**src/design/ldsc_pkg.sv**
```systemverilog
// Package for the decreasing subsequence core: widths, state type, control structs and a saturating add.
// Used by ldsc_acc, the top level, the checker and the testbench; depends on nothing.
package ldsc_pkg;

	localparam int unsigned MAX_ELEMENTS_DEF = 1024;
	localparam int VALUE_W = 32;
	localparam int COUNT_W = 32;
	localparam int OUT_LEN_W = 11;

	typedef enum logic [1:0] {
		ST_IDLE,
		ST_SCAN,
		ST_DRAIN,
		ST_FIN
	} ldsc_state_t;

	typedef struct packed {
		logic init;
		logic en;
	} acc_ctl_t;

	typedef struct packed {
		logic [COUNT_W-1:0] sum;
		logic sat;
	} sat_sum_t;

	function automatic sat_sum_t sat_add(input logic [COUNT_W-1:0] a, input logic [COUNT_W-1:0] b);
		logic [COUNT_W:0] s;
		sat_sum_t r;
		s = {1'b0, a} + {1'b0, b};
		r.sat = s[COUNT_W];
		r.sum = s[COUNT_W] ? {COUNT_W{1'b1}} : s[COUNT_W-1:0];
		return r;
	endfunction

endpackage

```
**src/design/ldsc_acc.sv**
```systemverilog
// Scan accumulator: folds each earlier element that is greater than the new one
// into the best length and its saturating count. Depends on ldsc_pkg.
module ldsc_acc
	import ldsc_pkg::*;
#(
	parameter int LEN_W = 11
) (
	input  logic                       clk,
	input  logic                       arst_n,
	input  acc_ctl_t                   ctl,
	input  logic signed [VALUE_W-1:0]  key,
	input  logic signed [VALUE_W-1:0]  rd_value,
	input  logic        [LEN_W-1:0]    rd_len,
	input  logic        [COUNT_W-1:0]  rd_cnt,
	output logic        [LEN_W-1:0]    len,
	output logic        [COUNT_W-1:0]  cnt,
	output logic                       ovf
);

	logic [LEN_W-1:0]   len_q;
	logic [COUNT_W-1:0] cnt_q;
	logic               ovf_q;
	logic [LEN_W-1:0]   cand;
	sat_sum_t           ss;

	assign cand = rd_len + LEN_W'(1);
	assign ss = sat_add(cnt_q, rd_cnt);

	always_ff @(posedge clk or negedge arst_n) begin
		if (!arst_n) begin
			len_q <= '0;
			cnt_q <= '0;
			ovf_q <= 1'b0;
		end else if (ctl.init) begin
			len_q <= LEN_W'(1);
			cnt_q <= COUNT_W'(1);
			ovf_q <= 1'b0;
		end else if (ctl.en && (rd_value > key)) begin
			if (cand > len_q) begin
				len_q <= cand;
				cnt_q <= rd_cnt;
			end else if (cand == len_q) begin
				cnt_q <= ss.sum;
				ovf_q <= ovf_q | ss.sat;
			end
		end
	end

	assign len = len_q;
	assign cnt = cnt_q;
	assign ovf = ovf_q;

endmodule

```
**config.mk**
```make
export PLATFORM = sky130hd
export DESIGN_NAME = ldsc_acc
export DESIGN_NICKNAME = d
export VERILOG_FILES = /design/src/design/ldsc_pkg.sv /design/src/design/ldsc_acc.sv
export SDC_FILE = /design/constraint.sdc
export NUM_CORES = 1
export LEC_CHECK = 0
export ABC_CLOCK_PERIOD_IN_PS = 4200
export BUFFER_PORTS_ARGS = -buffer_cell sky130_fd_sc_hd__buf_2
export CAP_MARGIN = 20
export CORE_MARGIN = 2
export CORE_UTILIZATION = 36
export DETAILED_ROUTE_END_ITERATION = 8
export GPL_TIMING_DRIVEN = 0
export PLACE_DENSITY = 0.55
export REMOVE_ABC_BUFFERS = 1
export SLEW_MARGIN = 20
export SYNTH_ARGS = -nofsm -noshare
export SYNTH_HDL_FRONTEND = slang
export SYNTH_SLANG_ARGS = --single-unit
```
**constraint.sdc**
```tcl
create_clock -name clk -period 4.2 [get_ports clk]
set_clock_uncertainty 0.2 [all_clocks]
set_input_delay 0.42 -clock clk [delete_from_list [all_inputs] [get_ports clk]]
set_output_delay 0.42 -clock clk [all_outputs]
set_load 0.005 [all_outputs]
```
==> results of run 1 <==
==> cells in the mapped netlist (7+ instances only) <==
cell type   n
nand2b_1    8
a21oi_1    46
nor3_1     15
dfrtp_1    44
nor2_1     64
xor2_1     13
nand4_1    13
inv_1      52
o31ai_1    10
nand3_1    22
nand2_1    66
xnor2_1    20
clkbuf_1   15
o211ai_1    7
a31oi_1    10
ha_1       76
mux2i_1    12
a21o_1     15
o22ai_1     9
o41ai_2    13
a211oi_1    8
o41ai_1     7
o21ai_0    24
==> metal layers <==
layer / global-route usage / up-vias
li1: - / 2660
met1: 0.2380 / 2455
met2: 0.3407 / 151
met3: 0.03909 / 11
met4: 0.04164 / 2
met5: 0 / -
==> per-stage QoR <==
step           hold WS, ps  setup WS (ps)  cells  power [mW]
2_1_floorplan       -75.59          -1155    621       1.361
3_3_place_gp         284.4          -3976    955       1.696
3_5_place_dp         256.6         -507.3    959       1.740
4_1_cts              200.2          142.6    967       2.205
5_1_grt              206.9          60.04    972       2.380
6_report             201.1          366.1    972       2.191
==> what timing repair did <==
item	CTS	global route
buffers inserted	1	5
hold endpoints to repair	21	0
setup endpoints to repair	22	11
hold buffers	1	0
pin swaps	1	1
gates cloned	0	0
==> sequential cells by signal, summed over array words and instances, names as in the netlist <==
name,flops
ovf,1
cnt,32
len,11
==> placed cells by master, fill, tap and decap left out, drive strengths merged, types with 4 or more instances in the layout <==
| cell type | count |
|---|---|
| a211oi | 8 |
| a21o | 15 |
| a21oi | 48 |
| a31oi | 10 |
| and2 | 4 |
| and3 | 4 |
| buf | 164 |
| clkbuf | 5 |
| dfrtp | 44 |
| ha | 76 |
| inv | 52 |
| mux2i | 12 |
| nand2 | 66 |
| nand2b | 8 |
| nand3 | 22 |
| nand4 | 13 |
| nor2 | 64 |
| nor2b | 4 |
| nor3 | 16 |
| o211ai | 7 |
| o21ai | 27 |
| o22ai | 9 |
| o31ai | 11 |
| o41ai | 20 |
| xnor2 | 20 |
| xor2 | 13 |
==> area by class of cell <==
class,count,area (sq um)
inverters,52,195.2
clock buffers,5,125.1
multi-input cells,525,3805
repair buffers,165,943.4
flip-flops and latches,44,1101
clock inverters,1,30.03
well taps,180,225.2
fillers,1427,7617
==> logic make-up (layout without fill, tap and decap cells) <==
kind of cell / after synthesis / after routing / synth area share
AO/OA/AOI/OAI: 185 / 185 / 0.2651
XOR/XNOR: 33 / 33 / 0.05541
adder cells (fa/ha/maj): 77 / 77 / 0.1861
buffers and inverters: 77 / 223 / 0.06332
flip-flops: 44 / 44 / 0.2111
multiplexers: 13 / 13 / 0.02519
AND/OR/NAND/NOR: 217 / 217 / 0.1938
==> worst min-delay path by stage <==
stage | endpoint | slack [ps] | depth (start not counted)
floorplan | cnt[0] | -80 | 0
global placement | cnt[8] | 280 | 2
detailed placement | cnt[11] | 260 | 1
CTS | len[0] | 200 | 2
global route | len[0] | 210 | 2
finish | len[0] | 200 | 2
==> power breakdown <==
group          total, mW  internal (mW)  switching (mW)
clock network      0.443          0.274           0.168
logic               1.20          0.527           0.674
registers          0.547          0.491          0.0563
total               2.19           1.29           0.899
==> worst max-delay path: stages, from the launching register on <==
cell	delay [ps]
dfrtp_1	400
ha_1	240
fa_1	430
a211oi_1	220
o21ai_1	200
o21ai_0	320
a31oi_1	200
o21ai_1	420
nand2_2	490
nor4_1	450
o41ai_1	120
==> flow_metrics.env, run 1 <==
export IMPL_async_reset_ff_frac=1.000
export IMPL_yosysUniqueCellTypes=63
export IMPL_worstReg2RegStart="cnt[0]"
export IMPL_crit_fanout=28
export IMPL_grt_pass1_wl_um=25100
export IMPL_fin_crit_ps=3834
export IMPL_timing_fmax_mhz=260.8
export IMPL_ant_nets=0
export IMPL_start_kind="register"
export IMPL_dpl_hpwl_um=12010
export IMPL_drt_total_wl_um=15150
export IMPL_drtPass1Iterations=4
export IMPL_antenna_cells=0
export IMPL_status="complete, no violations"
export IMPL_drc_errors=0
export IMPL_initial_core_util=0.3715
export IMPL_yosysTopAreaCell="dfrtp_1"
export IMPL_coreArea_sq_um=14040
export IMPL_post_cts_resize_count=0
export IMPL_numCtsBuffers=5
export IMPL_cts_tree="built"
export IMPL_pwr_density_cell_nw_per_um2=341.0
export IMPL_die_area_sq_um=15470
export IMPL_syn_area_sq_um=5216
export IMPL_routed_top_layer="met5"
export IMPL_setup_viol=0
export IMPL_synth_ff_type="dfrtp_1"
export IMPL_fin_area_sq_um=6425
export IMPL_hold_path_class="input port to register"
export IMPL_rsz0062_at_grt="no"
export IMPL_overflow=0
export IMPL_synth_cells=646
export IMPL_routed_wl_met3_um=820
export IMPL_die_h_um=124.4
export IMPL_reg2reg_to="cnt[30]"
export IMPL_grt_pass1_vias=5291
export IMPL_critical_path_arrival_ps=3780
export IMPL_peakVddDrop_mv=0.1659
export IMPL_pin_count=155
export IMPL_final_util=0.4575
export IMPL_leakage_nw=3.214
export IMPL_wl_per_cell_um=15.59
export IMPL_clockRootBuffer="clkbuf_16"
export IMPL_ff2ff_setup_slack_ps=370
export IMPL_avgViaCountPerCell=5.431
export IMPL_worst_pin_slew_ps=820.2
export IMPL_vias=5279
export IMPL_endpoint="cnt[30]"
export IMPL_yosys_warnings=0
export IMPL_slew_headroom=0.4486
export IMPL_synth_yosys_seq_area_share=0.2111
export IMPL_synth_edf_count=0
export IMPL_portBuffers=154
export IMPL_max_cap_violations=0
export IMPL_crit_start="cnt[0]"
export IMPL_synth_top_cell_area_share=0.2111
export IMPL_grt_start_max_net_pins=48
export IMPL_clk_latency_ps=290
export IMPL_syn_area_per_cell_sq_um=8.075
export IMPL_hp_start="rd_len[0]"
export IMPL_antenna_found_initial=1
export IMPL_dpl_instance_area_sq_um=6200
export IMPL_crit_path_end_kind="register"
export IMPL_area_delta_synth_final_pct=23.17
export IMPL_dieWidth_um=124.4
export IMPL_drt_iter0_drc=216
export IMPL_nNetsFinal=981
export IMPL_htree_levels=2
export IMPL_gp_congestion=0.9070
export IMPL_report_final_slew_viol_count=0
export IMPL_clock_sinks=44
export IMPL_hold_viol_final=0
export IMPL_met1Wirelength_um=6717
export IMPL_post_route_period_util=0.9128
export IMPL_setup_tns_ps=0
export IMPL_cp_required_ps=4150
export IMPL_cts_buffer_depth=2
export IMPL_synth_area_leaders="dfrtp_1 21%, ha_1 18%, nand2_1 4.7%"
export IMPL_clk_pin_slew_ps=70
export IMPL_route_met2_wl_um=7427
export IMPL_crit_type="register to register"
export IMPL_groute_usage_overall=0.1914
export IMPL_ys_ff_latch=44
export IMPL_rows=43
export IMPL_drive_gt1_frac=0.2500
export IMPL_rr_worst_depth=10
Power figures use the tool's default switching activity.
==> inputs of run 2 (changes only) <==
==> constraint.sdc (replaced) <==
create_clock -name clk -period 4.2 [get_ports clk]
set_clock_uncertainty 0.2 [all_clocks]
set_input_delay 0.84 -clock clk [delete_from_list [all_inputs] [get_ports clk]]
set_output_delay 0.84 -clock clk [all_outputs]
set_load 0.005 [all_outputs]
==> flow_metrics.env, run 2 (synthesis gave the netlist of run 1 again) <==
export IMPL_place_inst=959
export IMPL_peakVddDrop_mv=0.1657
export IMPL_critical_path_slowest_cell="or3_4"
export IMPL_intPower_mw=1.295
export IMPL_rsz0062_at_grt="no"
export IMPL_clk_latency_ps=290
export IMPL_switching_power_mw=0.9002
export IMPL_grt_pass1_wl_um=25160
export IMPL_portBuffers=154
export IMPL_ff_latch_area_sq_um=1101
export IMPL_slew_headroom=0.4468
export IMPL_multi_input_area_sq_um=3829
export IMPL_cp_required_ps=4170
export IMPL_grt_start_max_net_pins=48
export IMPL_rows=43
export IMPL_post_route_period_util=0.9445
export IMPL_grt_pass1_vias=5317
export IMPL_final_cell_mix="153 x buf_2, 76 x ha_1, 65 x nand2_1"
export IMPL_leakage_nw=3.218
export IMPL_nNetsFinal=980
export IMPL_critical_path_arrival_ps=3930
export IMPL_antenna_found_initial=1
export IMPL_cts_buffer_depth=2
export IMPL_worstHoldPathCells=2
export IMPL_crit_path_end_kind="register"
export IMPL_rr_worst_depth=10
export IMPL_setup_viol=0
export IMPL_die_h_um=124.4
export IMPL_ant_nets=0
export IMPL_hold_viol_final=0
export IMPL_layout_commonest_cell="buf_2"
export IMPL_setup_ws_ps=233.0
export IMPL_gp_congestion=0.9070
export IMPL_start_kind="input port"
export IMPL_wl_per_cell_um=15.58
export IMPL_drt_iter0_drc=209
export IMPL_clockRootBuffer="clkbuf_16"
export IMPL_dpl_hpwl_um=12010
export IMPL_initial_core_util=0.3715
export IMPL_worst_pin_slew_ps=822.8
export IMPL_drc_errors=0
export IMPL_report_final_slew_viol_count=0
export IMPL_crit_type="input port to register"
export IMPL_pwr_share_seq=0.249
export IMPL_timing_fmax_mhz=252.1
export IMPL_avgViaCountPerCell=5.451
export IMPL_combPwrFrac=0.550
export IMPL_hold_path_class="register to register"
export IMPL_drt_total_wl_um=15130
export IMPL_drtPass1Iterations=4
export IMPL_groute_usage_overall=0.1917
export IMPL_vias=5293
export IMPL_coreArea_sq_um=14040
export IMPL_antenna_cells=0
export IMPL_drive_gt1_frac=0.2566
export IMPL_die_area_sq_um=15470
export IMPL_crit_chain="buf_2 -> ha_1 -> nand2_1 -> nor2_2 -> nand3_1 -> xnor2_1 -> ha_1 -> nand3_1 -> or2_1 -> or3_4 -> o221ai_4 -> buf_16 -> nand2_1 -> a41oi_4 -> buf_16 -> buf_16 -> nand2_1 -> o41ai_1"
export IMPL_status="complete, no violations"
export IMPL_area_delta_synth_final_pct=23.67
export IMPL_pin_count=155
export IMPL_max_cap_violations=0
export IMPL_pre_cts_slack_ps=-927.3
export IMPL_crit_fanout=22
export IMPL_numCtsBuffers=5
export IMPL_fin_crit_ps=3967
export IMPL_cts_tree="built"
export IMPL_clk_pin_slew_ps=60
export IMPL_slowest_delay_ps=410
export IMPL_pwr_density_cell_nw_per_um2=340.3
export IMPL_post_layout_nonfiller_instances=971
export IMPL_pwr_share_clk=0.200
export IMPL_clock_sinks=44
export IMPL_htree_levels=2
export IMPL_overflow=0
export IMPL_dieWidth_um=124.4
export IMPL_fillers=1426
export IMPL_swShare=0.4101
export IMPL_largest_reg_flops=32
## run 2: cell types whose count changed in the layout (fill, tap and decap cells not counted), sizes merged
cell	change
dlygate4sd3	-1
## run 2: area by class of cell
type | instances | area share
clock inverter | 1 | 0.004655
sequential | 44 | 0.1707
multi-input combinational | 525 | 0.5935
inverter | 52 | 0.03026
tap | 180 | 0.03491
clock buffer | 5 | 0.01939
timing repair buffer | 164 | 0.1466
## run 2: timing repair
item / CTS / global route
resized for setup: 2 / 4
pin swaps: 3 / 1
endpoints found under the setup margin: 43 / 32
hold buffers: 0 / 0
buffers inserted: 6 / 0
## run 2: stage by stage
step / TNS, ps / power [mW] / utilization / hold WS, ps / area (sq um)
final: 0 / 2.195 / 0.4594 / 307.9 / 6451
after detailed placement: -30890 / 1.740 / 0.4415 / 293.3 / 6200
after global placement: -165220 / 1.696 / 0.4328 / 284.4 / 6077
after global routing: 0 / 2.387 / 0.4594 / 333.8 / 6451
after floorplan: -51400 / 1.361 / - / 292.9 / 5081
after CTS: 0 / 2.219 / 0.4580 / 315.0 / 6431
## run 2: worst paths after layout
check	startpoint	to	slack [ps]
worst max-delay path	rd_len[0]	cnt[10]	230
max in group asynchronous	arst_n	cnt[15]	2920
worst min-delay path	cnt[8]	cnt[8]	310
worst max register to register	cnt[0]	cnt[30]	700
worst min register to register	cnt[8]	cnt[8]	310
min in group asynchronous	arst_n	cnt[7]	350
## run 2: power groups by stage
stage | registers, mW | clock network [mW] | logic (mW)
CTS | 0.549 | 0.462 | 1.21
floorplan | 0.553 | 0 | 0.808
global route | 0.558 | 0.473 | 1.36
detailed placement | 0.557 | 0 | 1.18
global placement | 0.551 | 0 | 1.14
finish | 0.547 | 0.440 | 1.21
## run 2: worst max-delay path, delay by kind of cell
kind	cells	cell delay, ps
buffers and inverters	4	710
xor gates and xnor gates	1	150
AOI/OAI and AO/OA	3	410
and+or+nand+nor	8	1270
adders and majority gates	2	520
## run 2: routing by layer
metal | global-route usage | vias to the layer above | wire [um]
met5 | 0 | - | 12
met4 | 0.04164 | 2 | 178
met3 | 0.03909 | 13 | 839
met2 | 0.3407 | 154 | 7362
met1 | 0.2388 | 2461 | 6738
li1 | - | 2663 | -
==> inputs of run 3 (changes only) <==
==> constraint.sdc (replaced) <==
create_clock -name clk -period 4.2 [get_ports clk]
set_clock_uncertainty 0.2 [all_clocks]
set_input_delay 1.26 -clock clk [delete_from_list [all_inputs] [get_ports clk]]
set_output_delay 1.26 -clock clk [all_outputs]
set_load 0.005 [all_outputs]
==> flow_metrics.env, run 3 (synthesis gave the netlist of run 1 again) <==
export IMPL_cts_buffer_depth=2
export IMPL_clock_sinks=44
export IMPL_drt_total_wl_um=15740
export IMPL_pwr_density_cell_nw_per_um2=336.7
export IMPL_grt_start_max_net_pins=48
export IMPL_hold_slack_ps=308.5
export IMPL_drc_errors=0
export IMPL_groute_usage_overall=0.1965
export IMPL_pre_cts_slack_ps=-1347
export IMPL_pin_count=155
export IMPL_wl_per_cell_um=16.00
export IMPL_path_buf_inv=3
export IMPL_reg2reg_to="cnt[30]"
export IMPL_crit_start="rd_len[1]"
export IMPL_status="complete, no violations"
export IMPL_rr_worst_depth=10
export IMPL_peakVddDrop_mv=0.1678
export IMPL_drive_gt1_frac=0.2836
export IMPL_slew_headroom=0.5522
export IMPL_dpl_hpwl_um=12010
export IMPL_rows=43
export IMPL_htree_levels=2
export IMPL_grt_pass1_wl_um=25670
export IMPL_largest_reg_flops=32
export IMPL_fin_crit_ps=4175
export IMPL_critical_path_arrival_ps=4190
export IMPL_setup_viol=0
export IMPL_cts_tree="built"
export IMPL_vias=5326
export IMPL_cts_hold_fix_buffers=0
export IMPL_endpoint="cnt[28]"
export IMPL_max_cap_violations=0
export IMPL_ant_nets=0
export IMPL_dieWidth_um=124.4
export IMPL_overflow=0
export IMPL_post_layout_nonfiller_instances=984
export IMPL_hold_path_class="register to register"
export IMPL_fillers=1410
export IMPL_critical_path_slowest_cell="or3_4"
export IMPL_nNetsFinal=993
export IMPL_crit_fanout=8
export IMPL_clockRootBuffer="clkbuf_16"
export IMPL_drtPass1Iterations=4
export IMPL_worst_pin_slew_ps=671.7
export IMPL_crit_cells=17
export IMPL_portBuffers=154
export IMPL_place_inst=959
export IMPL_numCtsBuffers=5
export IMPL_area_delta_synth_final_pct=28.02
export IMPL_drt_iter0_drc=257
export IMPL_die_h_um=124.4
export IMPL_coreArea_sq_um=14040
export IMPL_antenna_found_initial=1
export IMPL_slowest_delay_ps=390
export IMPL_dpl_instance_area_sq_um=6200
export IMPL_leakage_nw=3.317
export IMPL_gp_congestion=0.9070
export IMPL_ff2ff_setup_slack_ps=920
export IMPL_clk_pin_slew_ps=60
export IMPL_post_route_period_util=0.9940
export IMPL_setup_tns_ps=0
export IMPL_hold_viol_final=0
export IMPL_cp_top_family="simple AND/OR/NAND/NOR gates"
export IMPL_worstReg2RegStart="cnt[0]"
export IMPL_fin_area_sq_um=6678
export IMPL_antenna_cells=0
export IMPL_die_area_sq_um=15470
export IMPL_avgViaCountPerCell=5.413
export IMPL_crit_type="input port to register"
export IMPL_clk_latency_ps=290
export IMPL_rsz0062_at_grt="yes"
export IMPL_start_kind="input port"
export IMPL_layout_commonest_cell="buf_2"
export IMPL_final_cell_mix="151 x buf_2, 75 x ha_1, 64 x nand2_1"
export IMPL_crit_chain="buf_4 -> ha_4 -> nand2_1 -> nor2_2 -> nand3_2 -> xnor2_2 -> ha_1 -> nand3_2 -> or2_4 -> or3_4 -> o221ai_4 -> clkbuf_16 -> buf_8 -> nor2_1 -> a311o_1 -> a311o_1 -> a21oi_2"
export IMPL_timing_fmax_mhz=239.5
export IMPL_grt_pass1_vias=5385
export IMPL_cp_required_ps=4220
export IMPL_initial_core_util=0.3715
export IMPL_setup_ws_ps=25.37
export IMPL_crit_path_end_kind="register"
export IMPL_report_final_slew_viol_count=0
==> run 3: cell types whose count changed in the layout (fill, tap and decap cells not counted), sizes merged <==
cell / before / now
buf: 164 / 175
bufbuf: 0 / 1
clkbuf: 5 / 6
==> run 3: repair_timing <==
item / in CTS / in global routing
resized for setup: 11 / 20
setup buffers: 14 / 4
pin swaps: 6 / 9
setup endpoints to repair: 43 / 43
gates cloned: 1 / 0
==> run 3: worst min path at each step <==
stage,from,cells after the start,end,slack (ps)
4_1_cts,cnt[30],2,cnt[30],320
6_report,cnt[8],2,cnt[8],310
5_1_grt,cnt[4],2,cnt[4],330
3_3_place_gp,cnt[8],2,cnt[8],280
2_1_floorplan,cnt[10],2,cnt[10],290
3_5_place_dp,cnt[15],2,cnt[15],290
==> run 3: worst register-to-register path, cell delays in order, from the launching register on <==
cell and delay, ps:
dfrtp_1 400, ha_1 240, fa_1 440, a211oi_1 220
o21ai_1 210, o21ai_2 210, a31oi_1 170, o21ai_2 270
nand2_4 270, nor4_1 410, o41ai_1 120
==> run 3: metrics by stage <==
step / power [mW] / util
global route: 2.438 / 0.4755
global placement: 1.696 / 0.4328
detailed placement: 1.740 / 0.4415
floorplan: 1.361 / -
finish: 2.248 / 0.4755
CTS: 2.255 / 0.4677
==> run 3: per-layer routing <==
metal | vias to the layer above | track usage | routed length [um]
met4 | 2 | 0.04957 | 238
met2 | 145 | 0.3472 | 7786
li1 | 2687 | - | -
met3 | 15 | 0.03952 | 830
met5 | - | 0 | 12
met1 | 2477 | 0.2441 | 6872
==> run 3: area by class of cell <==
class	instances	area (sq um)	share of cell area
multi-input cells	525	3906	0.5850
flip-flops and latches	44	1101	0.1649
repair buffers	177	1095	0.1639
well taps	180	225.2	0.03373
inverters	52	195.2	0.02923
clock buffers	5	125.1	0.01874
clock inverters	1	30.03	0.004497
==> run 3: report_power, final <==
| group | leakage (nW) | switching [mW] | internal (mW) |
|---|---|---|---|
| Combinational | 2.67 | 0.697 | 0.564 |
| Sequential | 0.572 | 0.0569 | 0.491 |
| Clock | 0.0757 | 0.166 | 0.274 |
| Total | 3.32 | 0.920 | 1.33 |
